--- src/rtl/sun_keyframe_lighting_macros.svh ---
// ----------------------------------------------------------------------------
// Sun keyframe lighting assertion macros
// Implication checks sampled on clk, disabled while rst_n is low.
// ----------------------------------------------------------------------------
`ifndef SUN_KEYFRAME_LIGHTING_MACROS_SVH
`define SUN_KEYFRAME_LIGHTING_MACROS_SVH
`ifndef SYNTHESIS
`define SKL_ASSERT_IMP(lbl, ant, cons, msg) \
    lbl: assert property (@(posedge clk) disable iff (!rst_n) (ant) |-> (cons)) \
        else $error(msg);
`define SKL_ASSERT_NXT(lbl, ant, cons, msg) \
    lbl: assert property (@(posedge clk) disable iff (!rst_n) (ant) |=> (cons)) \
        else $error(msg);
`else
`define SKL_ASSERT_IMP(lbl, ant, cons, msg)
`define SKL_ASSERT_NXT(lbl, ant, cons, msg)
`endif
`endif

--- src/rtl/skl_pkg.sv ---
`timescale 1ns / 1ps
// ----------------------------------------------------------------------------
// skl_pkg
// Widths, constants and helpers shared by the sun keyframe lighting block.
// ----------------------------------------------------------------------------
package skl_pkg;

    localparam int TIME_W         = 48;
    localparam int ANG_W          = 25;
    localparam int SPD_W          = 24;
    localparam int KCNT_W         = 5;
    localparam int IDX_W          = 4;
    localparam int DIR_W          = 16;
    localparam int BRT_W          = 16;
    localparam int XY_W           = 24;
    localparam int Z_W            = 26;
    localparam int CFG_IDX_W      = 2;
    localparam int CFG_DATA_W     = 24;
    localparam int MAX_KEYS_DEF   = 16;
    localparam int COLOR_BITS_DEF = 12;

    // degrees in Q9.16
    localparam logic [ANG_W-1:0] FULL_TURN = 25'd23592960;
    localparam logic [ANG_W-1:0] DEG90     = 25'd5898240;
    localparam logic [ANG_W-1:0] DEG180    = 25'd11796480;
    localparam logic [ANG_W-1:0] DEG270    = 25'd17694720;

    localparam logic signed [XY_W-1:0] CORDIC_X0 = 24'sd636751;
    localparam logic signed [15:0]     COS30     = 16'sd14189;
    localparam logic [SPD_W-1:0]       SPEED_RST = 24'd6554;

    localparam logic [CFG_IDX_W-1:0] REG_SPEED  = 2'd0;
    localparam logic [CFG_IDX_W-1:0] REG_KCOUNT = 2'd1;

    typedef enum logic [1:0] {
        ACT_ADVANCE = 2'd0,
        ACT_SET     = 2'd1,
        ACT_WRITE   = 2'd2,
        ACT_NONE    = 2'd3
    } action_t;

    function automatic logic signed [Z_W-1:0] atan_q16(input logic [3:0] i);
        logic signed [Z_W-1:0] v;
        unique case (i)
            4'd0:  v = 26'sd2949120;
            4'd1:  v = 26'sd1740967;
            4'd2:  v = 26'sd919879;
            4'd3:  v = 26'sd466945;
            4'd4:  v = 26'sd234379;
            4'd5:  v = 26'sd117304;
            4'd6:  v = 26'sd58666;
            4'd7:  v = 26'sd29335;
            4'd8:  v = 26'sd14668;
            4'd9:  v = 26'sd7334;
            4'd10: v = 26'sd3667;
            4'd11: v = 26'sd1833;
            4'd12: v = 26'sd917;
            4'd13: v = 26'sd458;
            4'd14: v = 26'sd229;
            4'd15: v = 26'sd115;
            default: v = '0;
        endcase
        return v;
    endfunction

    function automatic logic signed [DIR_W-1:0] clamp_dir(input logic signed [40:0] v);
        logic signed [DIR_W-1:0] r;
        if (v > 41'sd16384)
            r = 16'sd16384;
        else if (v < -41'sd16384)
            r = -16'sd16384;
        else
            r = v[DIR_W-1:0];
        return r;
    endfunction

endpackage

--- src/rtl/skl_angle.sv ---
`timescale 1ns / 1ps
// ----------------------------------------------------------------------------
// skl_angle
// Bit-serial (tick mod 360) then bit-serial modular multiply by speed.
// ----------------------------------------------------------------------------
module skl_angle (
    input  logic                       clk,
    input  logic                       rst_n,
    input  logic                       start,
    input  logic [skl_pkg::TIME_W-1:0] tick,
    input  logic [skl_pkg::SPD_W-1:0]  speed,
    output logic                       done,
    output logic [skl_pkg::ANG_W-1:0]  angle
);
    import skl_pkg::*;

    typedef enum logic [2:0] {
        A_IDLE = 3'b001,
        A_MOD  = 3'b010,
        A_MUL  = 3'b100
    } astate_t;

    astate_t           state_reg, state_next;
    logic [5:0]        cnt_reg, cnt_next;
    logic              done_reg, done_next;
    logic [TIME_W-1:0] sh_reg, sh_next;
    logic [SPD_W-1:0]  sp_reg, sp_next;
    logic [ANG_W-1:0]  rem_reg, rem_next;
    logic [ANG_W-1:0]  acc_reg, acc_next;
    logic [ANG_W:0]    mod_raw, mod_red, dbl_raw, dbl_red, add_raw, add_red;

    always_comb
    begin
        // remainder step: one tick bit per cycle, MSB first
        mod_raw = {rem_reg, sh_reg[TIME_W-1]};
        mod_red = (mod_raw >= {1'b0, FULL_TURN}) ? mod_raw - {1'b0, FULL_TURN} : mod_raw;
        // double-and-add, both terms kept below one turn
        dbl_raw = {acc_reg, 1'b0};
        dbl_red = (dbl_raw >= {1'b0, FULL_TURN}) ? dbl_raw - {1'b0, FULL_TURN} : dbl_raw;
        add_raw = sp_reg[SPD_W-1] ? dbl_red + {1'b0, rem_reg} : dbl_red;
        add_red = (add_raw >= {1'b0, FULL_TURN}) ? add_raw - {1'b0, FULL_TURN} : add_raw;
    end

    always_comb
    begin
        state_next = state_reg;
        cnt_next   = cnt_reg;
        done_next  = 1'b0;
        sh_next    = sh_reg;
        sp_next    = sp_reg;
        rem_next   = rem_reg;
        acc_next   = acc_reg;
        unique case (state_reg)
            A_IDLE:
            begin
                if (start)
                begin
                    sh_next    = tick;
                    rem_next   = '0;
                    cnt_next   = 6'(TIME_W - 1);
                    state_next = A_MOD;
                end
            end
            A_MOD:
            begin
                sh_next  = {sh_reg[TIME_W-2:0], 1'b0};
                rem_next = mod_red[ANG_W-1:0];
                if (cnt_reg == '0)
                begin
                    cnt_next   = 6'(SPD_W - 1);
                    acc_next   = '0;
                    sp_next    = speed;
                    state_next = A_MUL;
                end
                else
                    cnt_next = cnt_reg - 6'd1;
            end
            A_MUL:
            begin
                acc_next = add_red[ANG_W-1:0];
                sp_next  = {sp_reg[SPD_W-2:0], 1'b0};
                if (cnt_reg == '0)
                begin
                    done_next  = 1'b1;
                    state_next = A_IDLE;
                end
                else
                    cnt_next = cnt_reg - 6'd1;
            end
            default: state_next = A_IDLE;
        endcase
    end

    always_ff @(posedge clk or negedge rst_n)
    begin
        if (!rst_n)
        begin
            state_reg <= A_IDLE;
            cnt_reg   <= '0;
            done_reg  <= 1'b0;
        end
        else
        begin
            state_reg <= state_next;
            cnt_reg   <= cnt_next;
            done_reg  <= done_next;
        end
    end

    always_ff @(posedge clk)
    begin
        sh_reg  <= sh_next;
        sp_reg  <= sp_next;
        rem_reg <= rem_next;
        acc_reg <= acc_next;
    end

    assign done  = done_reg;
    assign angle = acc_reg;

endmodule

--- config.mk ---
export PLATFORM = sky130hd
export DESIGN_NAME = skl_angle
export DESIGN_NICKNAME = d
export VERILOG_FILES = /design/src/rtl/sun_keyframe_lighting_macros.svh /design/src/rtl/skl_pkg.sv /design/src/rtl/skl_angle.sv
export SDC_FILE = /design/constraint.sdc
export NUM_CORES = 1
export LEC_CHECK = 0
export ABC_AREA = 1
export BUFFER_PORTS_ARGS = -buffer_cell sky130_fd_sc_hd__buf_2
export CORE_ASPECT_RATIO = 1.4
export CORE_MARGIN = 3
export CORE_UTILIZATION = 40
export DETAILED_ROUTE_END_ITERATION = 12
export RECOVER_POWER = 100
export SLEW_MARGIN = 40
export SYNTH_ARGS = -nofsm -noshare
export SYNTH_HDL_FRONTEND = slang
export SYNTH_SLANG_ARGS = --single-unit
export TNS_END_PERCENT = 50
--- constraint.sdc ---
create_clock -name clk -period 8.15 [get_ports clk]
set_input_delay 1.63 -clock clk [delete_from_list [all_inputs] [get_ports clk]]
set_output_delay 1.63 -clock clk [all_outputs]
set_load 0.01 [all_outputs]
# Yosys cells after proc, flatten, opt, wreduce, memory -nomap -nowiden

Index checks and enable logic that the tools add are counted.

Bits in registers: 132
Input bits: 75
Output and inout bits: 26
Word-level logic and storage cells: 52

Add/subtract/negate cells: 5
Magnitude comparators: 3
Eq/ne operators: 7
Multiplexer cells: 22
Reduce and logical (&&, ||, !) cells: 8

Operator list:

| kind                   | number |
|---|---|
| $mux 25                | 4 |
| $pmux 25 s2            | 2 |
| $pmux 48 s2            | 1 |
| $ge 26x25->1 const B   | 3 |
| $mux 26                | 2 |
| $sub 25x25->25 const B | 2 |
| $mux 48                | 1 |
| $pmux 24 s2            | 1 |
| $add 26x25->26         | 1 |
| $sub 26x25->26 const B | 1 |
| $mux 24                | 1 |
| $mux 6                 | 3 |
| $pmux 6 s3             | 1 |
| $mux 3                 | 3 |
| $pmux 3 s3             | 1 |
| $ne 2x2->1 const B     | 4 |
| $logic_not 6->1        | 1 |
| $reduce_and 3->1       | 2 |
| $sub 6x1->6 const B    | 1 |
| $reduce_and 2->1       | 2 |
| $reduce_bool 2->1      | 2 |
| $eq 3x1->1 const B     | 1 |
| $eq 3x2->1 const B     | 1 |
| $eq 3x3->1 const B     | 1 |
| 2 further kinds        | 3 |

# Depth between registers and ports, before layout

Gate-level depths: netlist (run 1).

Word-level depth: 7
Mapped depth: 28
Depth with buffers taken out: 27

# Worst setup path before layout (run 1)

No wires, ideal clock.

Kind: input -> register
From: input port start
To: register rem_reg[0], enable pin
Setup time: 433 ps
Arrival: 3427 ps
Data required time: 7717 ps
Path slack: 4289 ps
Cell stages on the path: 4
Path buffers: 0
Path through: inv_1 > nor2_1 > inv_1 > nand2_1

Word-level cells in the longest chain between the ends: 2

RTL lines:

| what                              | RTL line         | source |
|---|---|---|
| start, declared                   | skl_angle.sv:9   | `input logic start,` |
| $ne 2x2->1 (no source line)       | -                |  |
| $reduce_and 2->1 (no source line) | -                |  |
| end signal, assigned              | skl_angle.sv:114 | `rem_reg <= rem_next;` |
| end, declared                     | skl_angle.sv:28  | `logic [ANG_W-1:0] rem_reg, rem_next;` |

No other way between the ends.
A chain may end at the register's enable or synchronous reset.

# Worst setup path in the final report (run 1)

From: register state_reg[0]
To: register cnt_reg[4]

Word-level cells in the longest chain between the ends: 3
Elaborated cells on any way between the ends: 8
Classes of those cells: 5 x eq/ne; 1 x mux; 2 x reduce/logical

RTL lines:

| what                                                                    | RTL line         | source |
|---|---|---|
| start, declared                                                         | skl_angle.sv:23  | `astate_t state_reg, state_next;` |
| start signal, assigned                                                  | skl_angle.sv:104 | `state_reg <= state_next;` |
| $eq 3x3->1 (tied with other cells)                                      | skl_angle.sv:53  | `unique case (state_reg)` |
| $ne 2x2->1 (no source line) / $reduce_bool 3->1 (equally long branches) | -                |  |
| $reduce_and 3->1 (no source line)                                       | -                |  |
| end signal, assigned                                                    | skl_angle.sv:105 | `cnt_reg <= cnt_next;` |
| end, declared                                                           | skl_angle.sv:24  | `logic [5:0] cnt_reg, cnt_next;` |

Several ways; a longest one is shown, not always the timed one.

==> run summary, run 1 <==
Counting flops and latches in the post-synthesis netlist gives 132. The min-delay analysis places its worst path in the category reg -> reg. Hold-critical path endpoint: cnt_reg[0]. TritonCTS built the clock tree.

For this run, design rule violations remaining after detail routing come to 0. The critical path start-end classification was reg -> reg. The number of endpoints with negative hold slack in the final report was 0; the vias after detailed routing was 6,674. The detailed placement HPWL was 14,000 µm; the chip width was 126 µm. The most used flip-flop cell after synthesis is edfxtp_1.

STA classifies the critical path endpoint as a flop. Once detail routing completed, the nets flagged for antenna violations numbered 0. The number of rows created at floorplan is 60, and the initial antenna violation count is 0.

The layout has 1,998 filler cells. The worst register-to-register path ends at cnt_reg[4]. The number of global-route vias before repair was 6,686. The sequential cell fraction of total power is 37.4%.

The number of buffers created by CTS was 17. Across the run, the number of max-cap violations was 4. The critical-path maximum fanout is 71, and the number of nets produced by synthesis is 1,137.

For this design the total switching power over the nets is 1.08 mW. Summing all placed instances gives a cell area of 0.00883 mm². The switching share of total power came out at 37.7%. The placer's final routability congestion estimate was 0.982; the register cell area after layout was 0.00392 mm². The post-detailed-route via-to-cell ratio is 4.80.

The final reports fail on capacitance limit, slew limit. Internal power comes to 1.77 mW. Final hold analysis gives a worst-case slack of 0.483 ns. Hold repair after CTS inserted 0 buffers. The analysis attributes to cell leakage a power of 4.48 nW. The register with the most flip-flops in the layout has 48 of them. CTS built an H-tree with a depth of 4. The routed length per instance was 14.1 µm. The first routing iteration left 305 violations.

The tools report the sequential fraction of the synthesis area as 48.5%. The critical path launch point type was a flop. Setup violations remaining at the end of the flow were counted as 0. The areal power density over the cells works out to 306 mW/mm². Each instance of the synthesized netlist takes up on average 7.83 µm². Entering global routing, the biggest net connects 74 pins. The clock transition at the register clock pins on the worst setup and hold paths after CTS is 0.06 ns, and the number of clock sinks is 132.

The final net count came out at 1,236. The worst register-to-register path has a depth of 7. The mapped netlist covers 0.00807 mm².

The worst pin sits at a relative slew slack of -113%. For the worst setup path, the data required time is 8.47 ns. The relative contribution of combinational cells to total power is 35.9%, and the setup total negative slack is 0 ns. The worst-margin pin slew is 3.19 ns, and the overall die height is 174 µm. Input and output buffers added on the ports amount to 100. Once the floorplan was initialized, standard cells occupied 41.3% of the core.

The logs give 101 for the number of ports placed on the die boundary and 41 for the count of distinct cell types in the synthesized netlist. The worst setup skew after layout came out at 0.0125 ns. For the setup fix buffers added after clock tree synthesis, the log shows 0. Yosys mapped a number of flops with a built-in enable equal to 122. The number of instances resized during post-cts repair was 0; the share of the cycle needed by the critical path after routing was 53.8%.

Proportion of power drawn by the clock network: 26.8%. For this run, asynchronously set or reset flops after synthesis account for 7.58%. Startpoint of the lowest-slack hold path: cnt_reg[0]. Master cell of the clock root buffer: clkbuf_16.

The number of max-slew violations in the final report was 243. The logs give 3.76 ns for the flop-to-flop setup slack and 0.0195 mm² for the area of the core region. The arrival time of data at the critical path endpoint is 4.71 ns, and the maximum operating frequency is 228 MHz. In this run the critical register-to-register path is launched from state_reg[0]. Yosys printed 0 warnings.

The final routed wirelength across all metal layers is 19,600 µm, and the worst hold path depth is 1. Of the cells placed in the final design, the portion with a size suffix greater than 1 is 12.2%. Setup repair after global routing left no endpoint under its margin. The first detailed-routing pass took 4 iterations. The repair_antennas step left the layout with diodes totalling 0. The synthesis-to-layout area growth is 15.6%, and the cell area after layout is 0.00933 mm². Global routing finished with a remaining overflow of 0. The clock latency reported for the late side of the worst-skew pair was 0.42 ns.

The die covers 0.0219 mm². Across the VDD grid, the largest voltage drop is 0.207 mV. In this run the deepest clock path goes through 2 buffers.

The final period demand of the worst path was 4.39 ns. The run finished, with violations left. For the combined global-route utilization of all metal layers, the log shows 18.3%.

The first global-routing pass estimated 32,300 µm of wire. The logs give 0.00346 mm² for the area of combinational cells with multiple inputs and 1,031 for the number of instances in the synthesized netlist.
layout by cell type, fill, tap and decap left out, types with 15 or more instances in the layout:
cell type | synthesis | routed
inv_1 | 145 | 146
nor2_1 | 82 | 82
o21ai_0 | 14 | 15
ha_1 | 30 | 30
clkbuf_1 | 22 | 31
nand3_1 | 37 | 37
clkbuf_16 | 0 | 17
a21oi_1 | 33 | 33
buf_2 | 3 | 73
nand2_1 | 429 | 431
edfxtp_1 | 122 | 122
power by group through the flow:
stage	sequential, mW	clock [mW]	combinational, mW
floorplan	1.05	0	0.781
CTS	1.05	0.783	1.04
detailed placement	1.06	0	1.03
global route	1.09	0.811	1.19
global placement	1.06	0	1.03
finish	1.07	0.762	1.02
final cells by class:
type                    count  area share [%]
clock buffers              18            4.60
inverters                 149            6.00
well taps                 248            3.33
multi-input cells         724            37.1
clock inverters            14            1.64
repair buffers            106            5.37
flip-flops and latches    132            42.0
worst max-delay path by stage:
stage / from / slack [ns] / endpoint / cells after the start
floorplan: start / 4.29 / rem_reg[0] / 4
global placement: angle[19] / 4.24 / angle[22] / 23
detailed placement: angle[19] / 4.17 / angle[23] / 25
CTS: angle[19] / 4.17 / angle[23] / 25
global route: state_reg[0] / 3.05 / cnt_reg[4] / 7
finish: state_reg[0] / 3.76 / cnt_reg[4] / 7
worst max-delay path, cell delays in order, from the launching register on:
cell and delay [ns]:
dfstp_1 0.61, nor3_1 0.10, inv_1 0.07, clkbuf_1 2.23
nand2_1 0.07, o21ai_0 0.78, inv_1 0.12, a311oi_1 0.29
cells by family after synthesis:
family	synth area share (%)
xor+xnor	2.16
simple gates	30.1
compound gates	6.06
buf+inv	8.28
fa+ha+maj	4.90
flops	48.5
stage by stage:
step                      setup slack (ns)  util [%]  instances  power [mW]
final                                 3.76      47.8       1391        2.85
after CTS                             4.17      48.2       1391        2.87
after detailed placement              4.17      45.3       1359        2.09
after global routing                  3.05      47.8       1391        3.09
after global placement                4.24      45.2       1359        2.09
after floorplan                       4.29         -       1031        1.83
metal layers:
layer | global-route usage (%) | share of wire [%] | up-vias
li1 | - | - | 3467
met1 | 20.8 | 41 | 3042
met2 | 33.6 | 53 | 132
met3 | 3.57 | 3.4 | 33
met4 | 7.16 | 2.6 | 0
met5 | 0 | 0 | -
cells in the mapped netlist (all sizes together) (3+ instances only):
master,instances,share of area [%]
nand2,443,21
o211ai,12,1.1
nand3b,4,0.37
or2,4,0.31
nor2,87,4.2
nand4,9,0.70
edfxtp,122,45
xnor2,7,0.76
ha,30,4.7
dfrtp,9,2.8
xor2,12,1.4
clkbuf,22,1.0
nor3,9,0.90
buf,4,0.33
inv,149,6.9
a22oi,3,0.28
nand3,38,2.4
a21oi,39,2.8
o21ai,19,1.3
No activity file was read; power rests on OpenSTA's default activity.
==> run 2, diff against run 1 <==
Clock period 8.15 ns to 3.9 ns, I/O delays scaled along.
==> run 2 against run 1 <==
The run now ends clean. Clock-buffer cell count unchanged. Die area unchanged. Non-clock buffer count up 15. Sequential power up 100%. Via count up 1.1%. Routed wire length up 0.93%. Critical endpoint is now angle[22]. Largest cell class unchanged. Highest routed layer unchanged.
==> run summary, run 2 (synthesis results as in run 1) <==
The run finished with clean final reports. In the post-route analysis, the smallest setup slack over all paths is 0.270 ns. The number of ports placed on the die boundary was 101. For this design, the slowest cell found on the critical path is edfxtp_1. In this design, the largest share of critical-path delay is due to simple AND/OR/NAND/NOR gates. The run gives 0.00392 mm² as the register cell area after layout. The routed length per instance was 14.1 µm; the starting density of the core was 41.3%. The critical path is of the reg -> reg type. The hold-fix buffer count after cts came out at 0.

Peak ir drop on the vdd network: 0.415 mV. For this run, the total global-route usage over all layers was measured as 18.5%. The switching power total was 2.26 mW. The internal portion of total power came out at 3.76 mW. Counting both buffers and inverters, the worst setup path holds a total of 3.

The first TritonRoute pass finished after 5 iterations. The smallest clock period supported by the final layout is computed as 3.63 ns. The clock tree synthesis step divided the H-tree into 4 levels. The clock arrives with 0.00989 ns of skew. The switching share of total power was 37.6%; the placer's final routability congestion estimate was 0.914. The count of final setup violators is 0, and the final routed wirelength across all metal layers is 19,800 µm. The worst path uses 93.1% of the clock period.

The areal power density over the cells was 631 mW/mm². The count of buffers from port buffering was 100; the post-detailed-route via-to-cell ratio was 4.80. For the worst setup path, the data required time is 4.07 ns.

The DRC marker count from the first detailed-route iteration is 305, and the proportion of power drawn by the clock network is 27.5%. The tools report the clock latency reported for the late side of the worst-skew pair as 0.42 ns. The critical-path maximum fanout is 10, and the number of filler cells placed in the layout is 1,965. The die is 174 µm tall.

Clock-pin slew was measured on the worst setup and hold paths at 0.06 ns. The chip width works out to 126 µm. After global routing the overflow that remains totals 0. After floorplanning, the core was divided into 60 placement rows.

Power comes to 6.02 mW. The core region is 0.0195 mm². By instance count, the cell type seen most on the critical path is nand2_1. The run gives 6,907 as the number of global-route vias before repair.

The die covers 0.0219 mm². The area of combinational cells with multiple inputs is 0.00353 mm². The tools report the number of max-slew violations in the final report as 0. The worst setup path is captured at a flop. The longest clock path from root to sink contains 2 buffers. The tools report the number of endpoints with negative hold slack in the final report as 0. For the initial antenna violation count, the log shows 0.

The number of flip-flops under the largest register name came out at 48. The final net count is 1,251. The tools report the detailed placement HPWL as 14,400 µm. The library cells used most frequently in the layout, excluding fill and tap cells, are nand2_1 (426), inv_1 (144), edfxtp_1 (122), buf_2 (84), nor2_1 (79). TritonCTS built the clock tree.

TritonCTS created 17 clock buffers. The run gives 36.4% as the sequential cell fraction of total power. Entering global routing, the biggest net connects 74 pins. The max-capacitance violation count was 0; the number of remaining DRC errors was 0. The count of nets left with antenna violations once routing finished came out at 0. The tools report the worst-case setup slack after placement as -0.0933 ns. The master cell of the clock root buffer was clkbuf_16. The vias after detailed routing was 6,747; the peak per-stage delay on the critical path was 0.42 ns.

The maximum operating frequency came out at 275 MHz. The number of antenna diodes in the final layout is 0. Data arrives at the worst endpoint at 3.80 ns.

The critical path launch point type is a flop. Headroom to the max-slew limit came out at 2.35%. The area growth from synthesis to layout is 18.3%. The share of total power dissipated in combinational logic is 36.1%. The run gives 4.60 nW as the leakage power total. For the global-route wire length before repair, the log shows 32,600 µm. The min-delay analysis places its worst path in the category in -> async. Walking the worst path, the cells encountered are inv_2 > ha_1 > nand4_1 > nor2_1 > nand3_2 > nand2_2 > buf_4 > nand2_1 > o21ai_1 > inv_1 > ha_4 > nand2_1 > nor2_2 > nand2_1 > nor2_1 > nand2_1 > nand4_1 > nand2_1 > nand2_1 > nand2_4 > a21oi_4 > a21oi_1 > nor2_1 > nor2_2.

Most common cell after layout, fill and taps aside: nand2_1. At the pin with the least slew margin, the transition time is 1.46 ns. The tools report the number of clock sinks as 132. Cells with a size suffix above 1 make up 15.7% of the layout.
## run 2: cell types whose count changed in the layout (fill, tap and decap cells not counted), sizes merged
cell / previous run / this run
clkinv: 3 / 7
clkbuf: 48 / 39
bufinv: 2 / 3
clkinvlp: 6 / 1
buf: 76 / 100
## run 2: power by group through the flow
stage	Clock (mW)	Combinational (mW)	Sequential [mW]
global route	1.77	2.51	2.23
global placement	0	2.14	2.22
finish	1.65	2.17	2.19
detailed placement	0	2.16	2.22
floorplan	0	1.63	2.19
CTS	1.70	2.18	2.20
## run 2: metrics by stage
step                      utilization, %  hold slack [ns]   TNS, ns  cell area (µm²)  instances
final                               48.9            0.325         0             9540       1406
after global routing                48.9            0.351  -0.00575             9540       1406
after CTS                           48.7            0.208         0             9510       1400
after detailed placement            45.6            0.468    -0.273             8900       1368
after global placement              45.6            0.450    -0.196             8890       1368
after floorplan                        -            0.440         0             8070       1031
## run 2: path summary, 6_finish.rpt
check / slack, ns / to / depth (start not counted) / from
worst max-delay path: 0.27 / angle[22] / 24 / angle[19]
worst min-delay path: 0.33 / cnt_reg[4] / 1 / rst_n
worst max register to register: 0.27 / angle[22] / 24 / angle[19]
worst min register to register: 0.47 / cnt_reg[0] / 1 / cnt_reg[0]
max in group asynchronous: 3.20 / state_reg[2] / 1 / rst_n
min in group clk: 0.47 / cnt_reg[0] / 1 / cnt_reg[0]
## run 2: cell type report
cell class,instances,share of cell area (%)
clock buffer,18,4.50
tap,248,3.25
clock inverter,14,1.85
timing repair buffer,121,6.50
multi-input combinational,724,37.0
inverter,149,5.86
sequential,132,41.0
## run 2: routing by layer
layer / part of all wire (%) / vias to the layer above / wire length (µm) / global-route usage (%)
met5: 0 / - / 0 / 0
li1: - / 3493 / - / -
met2: 52 / 111 / 10300 / 33.8
met1: 42 / 3106 / 8270 / 21.0
met4: 2.8 / 0 / 557 / 7.25
met3: 3.1 / 37 / 618 / 3.54
## run 2: what timing repair did
item | CTS | global route
pin swaps | 0 | 3
resized for setup | 2 | 11
setup buffers | 0 | 6
endpoints found under the setup margin | 5 | 6
==> run 3, diff against run 2 <==
Settings changed: CORE_MARGIN 3 to 5.
==> run 3 against run 2 <==
The run now ends with capacitance limit, slew limit left. Largest cell class unchanged. Worst setup slack worse by 0.050 ns. Critical path depth grew 1. Utilization decreased by 0.49 points. Power is 1.3% higher. Critical path type unchanged. Highest routed layer unchanged.
==> run summary, run 3 (synthesis results as in run 1) <==
The worst-case IR drop observed on VDD is 0.335 mV. The tools report the number of global-route vias before repair as 6,598. Post-route non-filler standard cell count: 1,415. The count of final setup violators was 0.

During I/O placement, the number of pins put on the boundary was 101. 0 antenna diodes ended up in the layout. Most heavily used metal layer in global routing: met2. Number of flip-flops under the largest register name: 48. The peak per-stage delay on the critical path works out to 0.45 ns. The cell area after layout was 0.00961 mm²; the buffering stage count on the worst path with inverters included was 4. In this run the cell area measured after placement is 0.00892 mm².

TritonCTS built the clock tree. Global routing used 3.65% of the available met3 tracks. The first global-routing pass estimated 31,900 µm of wire. For the arrival time of data at the critical path endpoint, the log shows 3.85 ns.

The run gives 19.9% as the met1 routing resource usage after global routing. Before antenna repair, the detailed router went through 5 iterations. For this design, the sink count on the clock tree is 132. In the routed design, unresolved DRC markers number 0.

After detailed routing, the number of vias per cell comes to 4.75. The max-slew headroom at the worst pin came out at -20.1%. STA classifies the critical path startpoint as a flop. Dividing total power by cell area gives a power density of 635 mW/mm². The largest net degree at the start of global routing was 74. The checks that failed: capacitance limit, slew limit.

The die covers 0.0232 mm². The clock tree synthesis step divided the H-tree into 4 levels. Relative to the synthesized area, the layout overhead comes to 19.1%. The routed design has 19,800 µm of wire. In the post-route analysis, the smallest setup slack over all paths is 0.219 ns.

The logs give 6,720 for the vias after detailed routing and 4.60 nW for the leakage power total. The critical path required time was 4.07 ns; the overall die height was 178 µm. TritonCTS created 17 clock buffers. The logs give 2,051 for the number of filler cells placed in the layout and 1,374 for the placed cell count.

The path class of the tightest hold or removal check is in -> async. For this run, the post-layout net count is 1,256. Dividing the detail-routed wire length by the instance count gives 14.0 µm. The initial antenna violation count was 0; the number of rows created at floorplan was 61. The top cell types in the final layout, fill and taps aside, are nand2_1 (425), inv_1 (143), edfxtp_1 (122), buf_2 (82), nor2_1 (76). In this run the worst path has a maximum fanout of 9. Clock latency on the worst-skew pair, taken at its later pin, is 0.43 ns.

Global routing used 17.7% of the available tracks across all layers. Derived from the worst setup path, the maximum achievable clock frequency is 272 MHz. The met2 global-route usage was 32.0%; the proportion of layout cells with a drive suffix above 1 was 16.0%. The run gives 2 as the clock tree buffer depth. The run finished, with violations left. Endpoint type of the worst setup path: a flop.

For the pin with the worst max-slew slack, the measured transition is 1.80 ns. The DRC marker count from the first detailed-route iteration was 334. The detailed placement HPWL is 14,500 µm. The worst-case setup slack after placement came out at -0.178 ns. For this configuration, the core starts out at a cell density of 40.7%. The residual overflow from global routing came out at 0. Dividing the final minimum period by the clock period gives 94.4%. The tools report the master cell of the clock root buffer as clkbuf_16.

The area of the core region came out at 0.0198 mm². Leaving out fill and tap cells, the most frequent cell in the layout is nand2_1. Top cell family by delay on the critical path: simple AND/OR/NAND/NOR gates. The chip width works out to 130 µm.

Max-capacitance violation count: 1. Critical path start-end classification: reg -> reg. Routability-driven placement finished with a final weighted congestion of 0.973. The final period demand of the worst path came out at 3.68 ns. In this run the remaining antenna-violating nets after routing total 0. For the number of endpoints with negative hold slack in the final report, the log shows 0. Number of max-slew violations in the final report: 74.

Hold slack: 0.318 ns. The slowest stage of the critical path belongs to the cell edfxtp_1. During placement, the flow inserted port buffers numbering 100. After clock tree synthesis, the clock-pin slew on the worst setup and hold paths is 0.06 ns. The worst setup skew after layout is 0.0219 ns.
## run 3: timing repair
action | CTS | global route
buffers inserted | 1 | 8
gates resized for setup | 5 | 19
hold buffers | 0 | 0
pin swaps | 0 | 8
setup endpoints to repair | 5 | 6
## run 3: metal layers
layer	part of all wire, %	up-vias
li1	-	3504
met1	41	3057
met2	53	124
met3	3.5	35
met4	2.8	0
met5	0	-
## run 3: final cells by class
class                           count  area, µm²  area share [%]
Clock buffer                       17        425            4.43
Clock inverter                     15        204            2.12
Inverter                          149        559            5.82
Multi-Input combinational cell    724       3560            37.0
Sequential cell                   132       3920            40.8
Tap cell                          252        315            3.28
Timing Repair Buffer              126        629            6.55
## run 3: path summary, 6_finish.rpt
check | startpoint | endpoint | slack, ns | cells past startpoint
max reg2reg | angle[18] | angle[22] | 0.22 | 25
min in group clk | cnt_reg[0] | cnt_reg[0] | 0.47 | 1
max | angle[18] | angle[22] | 0.22 | 25
min reg2reg | cnt_reg[0] | cnt_reg[0] | 0.47 | 1
min | rst_n | cnt_reg[4] | 0.32 | 1
max in group asynchronous | rst_n | state_reg[2] | 3.20 | 1
## run 3: where the power goes
group / internal [mW] / switching (mW) / total, mW
logic: 0.706 / 1.46 / 2.17
clock network: 1.08 / 0.652 / 1.73
registers: 2.06 / 0.151 / 2.21
## run 3: metrics by stage
stage	setup TNS [ns]	power (mW)	util, %
floorplan	0	3.82	-
global placement	-0.552	4.36	44.9
detailed placement	-0.642	4.38	45.0
CTS	0	6.13	48.2
global route	-0.0126	6.59	48.4
finish	0	6.10	48.4
